### src/rtl/afk_pkg.sv
`timescale 1ns / 1ps
// ----------------------------------------------------------------------------
// afk_pkg
// Constants and types shared by the forward kinematics pipeline.
// ----------------------------------------------------------------------------
package afk_pkg;

  localparam int AngleWidth = 16;
  localparam int PosWidth   = 20;
  localparam int AtanEntries = 24;

  localparam logic signed [35:0] Q30Pi     = 36'sd3373259426;
  localparam logic signed [35:0] Q30TwoPi  = 36'sd6746518852;
  localparam logic signed [35:0] Q30HalfPi = 36'sd1686629713;
  localparam logic signed [35:0] Q30One    = 36'sd1073741824;
  localparam logic signed [35:0] CordicGain = 36'sd652032874;

  typedef logic signed [35:0] q30_t;

  // Wide accumulator for the scaled Q30 sums, which reach several hundred.
  typedef logic signed [47:0] acc_t;

  typedef struct packed {
    q30_t x;
    q30_t y;
    q30_t z;
    logic neg;
  } afk_rot_t;

  function automatic q30_t atan_q30(input logic [4:0] i);
    case (i)
      5'd0: atan_q30 = 36'sd843314857;
      5'd1: atan_q30 = 36'sd497837829;
      5'd2: atan_q30 = 36'sd263043837;
      5'd3: atan_q30 = 36'sd133525159;
      5'd4: atan_q30 = 36'sd67021687;
      5'd5: atan_q30 = 36'sd33543516;
      5'd6: atan_q30 = 36'sd16775851;
      5'd7: atan_q30 = 36'sd8388437;
      5'd8: atan_q30 = 36'sd4194283;
      5'd9: atan_q30 = 36'sd2097149;
      5'd10: atan_q30 = 36'sd1048576;
      5'd11: atan_q30 = 36'sd524288;
      5'd12: atan_q30 = 36'sd262144;
      5'd13: atan_q30 = 36'sd131072;
      5'd14: atan_q30 = 36'sd65536;
      5'd15: atan_q30 = 36'sd32768;
      5'd16: atan_q30 = 36'sd16384;
      5'd17: atan_q30 = 36'sd8192;
      5'd18: atan_q30 = 36'sd4096;
      5'd19: atan_q30 = 36'sd2048;
      5'd20: atan_q30 = 36'sd1024;
      5'd21: atan_q30 = 36'sd512;
      5'd22: atan_q30 = 36'sd256;
      5'd23: atan_q30 = 36'sd128;
      default: atan_q30 = '0;
    endcase
  endfunction

  // Rounded product of two Q30 values.
  function automatic q30_t mulq(input q30_t a, input q30_t b);
    logic signed [71:0] p;
    begin
      p = a * b + 72'sd536870912;
      mulq = q30_t'(p >>> 30);
    end
  endfunction

  function automatic q30_t rsh10(input acc_t v);
    rsh10 = q30_t'((v + 48'sd512) >>> 10);
  endfunction

endpackage

### src/rtl/afk_cordic_cell.sv
`timescale 1ns / 1ps
// ----------------------------------------------------------------------------
// afk_cordic_cell
// One registered CORDIC micro-rotation for five angles side by side.
// ----------------------------------------------------------------------------
module afk_cordic_cell #(
  parameter int Step = 0
) (
  input  logic clk,
  input  logic en,
  input  afk_pkg::afk_rot_t rot_in  [5],
  output afk_pkg::afk_rot_t rot_out [5]
);

  afk_pkg::afk_rot_t rot_next [5];

  always_comb begin
    for (int k = 0; k < 5; k++) begin
      rot_next[k].neg = rot_in[k].neg;
      if (!rot_in[k].z[35]) begin
        rot_next[k].x = rot_in[k].x - (rot_in[k].y >>> Step);
        rot_next[k].y = rot_in[k].y + (rot_in[k].x >>> Step);
        rot_next[k].z = rot_in[k].z - afk_pkg::atan_q30(5'(Step));
      end else begin
        rot_next[k].x = rot_in[k].x + (rot_in[k].y >>> Step);
        rot_next[k].y = rot_in[k].y - (rot_in[k].x >>> Step);
        rot_next[k].z = rot_in[k].z + afk_pkg::atan_q30(5'(Step));
      end
    end
  end

  always_ff @(posedge clk) begin
    if (en) begin
      rot_out <= rot_next;
    end
  end

endmodule

### config.mk
export PLATFORM = sky130hd
export DESIGN_NAME = afk_cordic_cell
export DESIGN_NICKNAME = d
export VERILOG_FILES = /design/src/rtl/afk_pkg.sv /design/src/rtl/afk_cordic_cell.sv
export SDC_FILE = /design/constraint.sdc
export NUM_CORES = 2
export LEC_CHECK = 0
export BUFFER_PORTS_ARGS = -buffer_cell sky130_fd_sc_hd__buf_2
export CORE_AREA = 3 3 421 423
export DETAILED_ROUTE_END_ITERATION = 10
export DIE_AREA = 0 0 424 426
export GPL_TIMING_DRIVEN = 0
export MAX_ROUTING_LAYER = met4
export PLACE_DENSITY = 0.59
export SLEW_MARGIN = 30
export SYNTH_ARGS = -nofsm -noshare
export SYNTH_HDL_FRONTEND = slang
export SYNTH_SLANG_ARGS = --single-unit
export TNS_END_PERCENT = 5
### constraint.sdc
create_clock -name clk -period 13.9 [get_ports clk]
set_clock_uncertainty 0.2 [all_clocks]
set_input_delay 2.085 -clock clk [delete_from_list [all_inputs] [get_ports clk]]
set_output_delay 2.085 -clock clk [all_outputs]
set_load 0.02 [all_outputs]
; After elaboration in Yosys (flattened, before gate mapping)
; Index checks and enable logic that the tools add are counted.
[word_totals]
output_inout_bits = 545
ramBits = 0
memories = 0
rom_bits = 0
ff_bits = 545
latch_bits = 0
[op_classes]
addsub = 25
n_mux = 5
multipliers = 0
n_reduce_logical = 0
eq_ne = 0
div_mod_pow = 0
shifts = 0
magnitude_cmp = 0
bitwise_logic = 0
[op_table]
columns = cell, n
row1 = $mux 108, 5
row2 = $sub 36x36->36, 10
row3 = $add 36x31->36 const B, 5
row4 = $add 36x36->36, 5
row5 = $sub 36x31->36 const B, 5

; Longest topological paths before layout
[logic_depth]
word_depth = 2
mapped_depth = 15
ltp_nobuf = 13

; Worst setup path before layout
; Ideal clock, no wire load.
[synth_path]
path_kind = input to register
from = input port rot_in[254] (netlist bit)
to = register rot_out[248] (netlist bit) (data pin)
path_stages = 15
n_path_buf = 3
t_arrival_ps = 5669
setup_slack_ps = 7770
path_cell_list = clkbuf_1 inv_1 buf_1 clkbuf_1 ha_1 o21ai_0 o21ai_0 nand4_1 a311oi_1 a31oi_1 o21ai_0 nand3_1 a21oi_1 nor4_1 a311o_1
[synth_lines]
columns = element, line_no
row1 = "start, declared", afk_cordic_cell.sv:11  ; input afk_pkg::afk_rot_t rot_in [5],
row2 = "end signal, assigned", afk_cordic_cell.sv:34  ; rot_out <= rot_next;
row3 = "end, declared", afk_cordic_cell.sv:12  ; output afk_pkg::afk_rot_t rot_out [5]

==> results.sh <==
export IMPL_drive_gt1_frac=0.177
export IMPL_routed_wirelength_um=252000
export IMPL_relSlewSlack=0.298
export IMPL_finalNetCount=8854
export IMPL_synth_xor_area_frac=0.0769
export IMPL_synth_distinct_cells=94
export IMPL_cts_made_buffers=78
export IMPL_seqCellArea_um2=16200
export IMPL_hold_depth=1
export IMPL_synth_simple_area_share=0.129
export IMPL_h_tree_depth=3
export IMPL_mappedNetlistArea_um2=54900
export IMPL_rsz0062_at_grt="false"
export IMPL_slowest_stage="a311oi_1"
export IMPL_hold_buffers=0
export IMPL_final_common_cell="buf_2"
export IMPL_cp_slowest_stage_delay_ns=0.54
export IMPL_ant_nets=0
export IMPL_largest_reg_flops=540
export IMPL_ir_drop_mv=0.0854
export IMPL_status="finished, final reports clean"
export IMPL_ioPinCount=1092
export IMPL_root_buffer="clkbuf_16"
export IMPL_grt_pass1_wl_um=358000
export IMPL_place_congestion=1.02
export IMPL_coreArea_um2=174000
export IMPL_finalInstanceArea_um2=66400
export IMPL_syn_nets=7672
export IMPL_tns_ns=0
export IMPL_wl_per_cell_um=25.1
export IMPL_synthArstFlopShare=0
export IMPL_drt_first_iter_violations=4953
export IMPL_setup_violations_final=0
export IMPL_fmax_mhz=136
export IMPL_grt_pass1_vias=53000
export IMPL_largest_registers="rot_out (540)"
export IMPL_hold_viol_final=0
export IMPL_placed_cell_area_um2=63600
export IMPL_dieHeight_um=426
export IMPL_path_cells="buf_2 > clkbuf_1 > inv_1 > buf_1 > clkbuf_2 > buf_16 > ha_1 > o21ai_0 > o21ai_0 > nand4_1 > a311oi_1 > a31oi_1 > o21ai_0 > nand3_1 > a21oi_1 > nor4_1 > a311o_1"
export IMPL_cts_tree="yes"
export IMPL_synthFlopType="edfxtp_1"
export IMPL_layout_cells_most_common_list="1121 x buf_2, 804 x a21oi_1, 695 x ha_1"
export IMPL_worst_pin_slew_ns=1.05
export IMPL_crit_path_frequent_cell="o21ai_0"
export IMPL_worstSetupStartpointType="input pin"
export IMPL_end_kind="flip-flop"
export IMPL_place_worst_setup_slack_ns=5.68
export IMPL_antenna_found_initial=98
export IMPL_clock_sinks=540
export IMPL_period_minus_slack_ns=7.33
export IMPL_dp_hpwl_um=207000
export IMPL_rows=153
export IMPL_utilization=0.382
export IMPL_drcViolationCount=0
export IMPL_track_usage=0.273
export IMPL_clkTransAtPathRegs_ns=0.06
export IMPL_critPathMaxFanout=16
export IMPL_synthAdderAreaFrac=0.166
export IMPL_cts_path_max_buffers=3
export IMPL_synth_compound_area_share=0.258
export IMPL_multi_input_area_um2=35500
export IMPL_via_count=55700
export IMPL_die_w_um=424
export IMPL_slew_viol_final=0
export IMPL_leakagePower_uw=0.0297
export IMPL_syn_to_final_growth_pct=21.0
export IMPL_yosysSeqAreaShare=0.296
export IMPL_routed_via_density=5.55
export IMPL_synth_top_family_by_area="compound AO/OA/AOI/OAI gates"
export IMPL_period_share=0.527
export IMPL_dr_pass1_iters=6
export IMPL_postCtsResizedCells=0
export IMPL_drv_cap=0
export IMPL_io_buffers=1091
export IMPL_syn_avg_cell_area_um2=8.56
export IMPL_fillCellCount=18100
export IMPL_yosys_warnings=0
export IMPL_ys_ff_latch=540
export IMPL_initial_core_util=0.316
export IMPL_regMostFlops="rot_out"
export IMPL_p_per_area_nw_per_um2=110
export IMPL_cp_data_required_time_ns=14.15
export IMPL_hold_path_class="in -> reg"
export IMPL_path_class="in -> reg"
export IMPL_critPathArrivalTime_ns=7.59
export IMPL_grt_ovfl_total=0
export IMPL_synth_mux_area_fraction=0.0171
export IMPL_synth_edff_count=540
export IMPL_post_cts_buffers=0
export IMPL_syn_inst=6410
export IMPL_final_setup_worst_slack_ns=6.57
export IMPL_grt_max_degree=91
export IMPL_dieArea_um2=181000
export IMPL_holdWs_ns=1.35
power breakdown:
part           total [uW]  internal [uW]  switching, uW
Sequential           2260           2170           96.1
Clock                2110           1240            874
Combinational        2940            967           1970
Total                7320           4370           2940
synthesized netlist by cell type, types with 14 or more instances:
cell,instances,area [um2]
o21ai_0,430,2150
a211oi_1,80,601
a21oi_1,804,4020
mux2i_1,89,891
fa_1,20,400
nand3_1,94,470
or2_2,29,181
a211o_1,21,184
a21o_1,225,1690
nand2b_1,60,375
or4_1,16,120
edfxtp_1,540,16200
nand2_1,313,1170
o21bai_1,188,1410
xnor2_1,397,3480
a31oi_1,63,394
o22ai_1,14,87.6
o31a_1,17,149
a221oi_1,21,184
nor2b_1,71,444
a21boi_0,15,113
xor2_1,85,744
clkbuf_1,168,631
inv_1,572,2150
or3_1,29,181
nor2_1,546,2050
o21a_1,70,526
a2111oi_0,19,166
o31ai_1,36,270
buf_2,24,120
o211ai_1,47,353
and3_1,44,275
nand4_1,70,438
and2_1,31,194
clkinv_1,20,75.1
nor3_1,105,526
nor4_1,41,257
o311ai_0,17,149
buf_1,45,169
ha_1,695,8700
area by class of cell:
cell class	instances	area share
antenna	72	0.00271
buffer	245	0.0150
clock buffer	84	0.0301
timing repair buffer	1102	0.0866
multi-input combinational	5030	0.534
clock inverter	53	0.00956
tap	2325	0.0438
inverter	595	0.0336
sequential	540	0.244
kinds of logic (layout without fill, tap and decap cells):
kind of cell / after synthesis / in the layout
AO/OA/AOI/OAI: 2247 / 2247
XOR/XNOR: 482 / 482
adder cells (fa/ha/maj): 715 / 715
buffers and inverters: 840 / 2079
flip-flops: 540 / 540
multiplexers: 93 / 93
other: 0 / 72
AND/OR/NAND/NOR: 1493 / 1493
metal layers:
| metal | part of all wire | GRT usage | routed length (um) |
|---|---|---|---|
| met1 | 0.41 | 0.330 | 103000 |
| met2 | 0.45 | 0.423 | 114000 |
| met3 | 0.074 | 0.0526 | 18800 |
| met4 | 0.064 | 0.163 | 16300 |
| met5 | 0 | - | 0 |
worst paths after layout:
check,start,to,slack [ns]
max,rot_in[254],rot_out[248],6.57
min,rot_in[436],rot_out[436],1.35
worst max-delay path, delay by kind of cell:
family,cells,cell delay [ns]
buffers and inverters,6,2.17
adders and majority gates,1,0.37
AOI/OAI and AO/OA,7,2.42
and+or+nand+nor,3,0.48
per-stage QoR:
stage	total power (uW)	std cells
after global routing	7670	10000
after detailed placement	5180	9837
final	7320	10000
after CTS	7360	9974
after floorplan	4040	6410
after global placement	5200	9826
(Power assumes the default switching activity.)
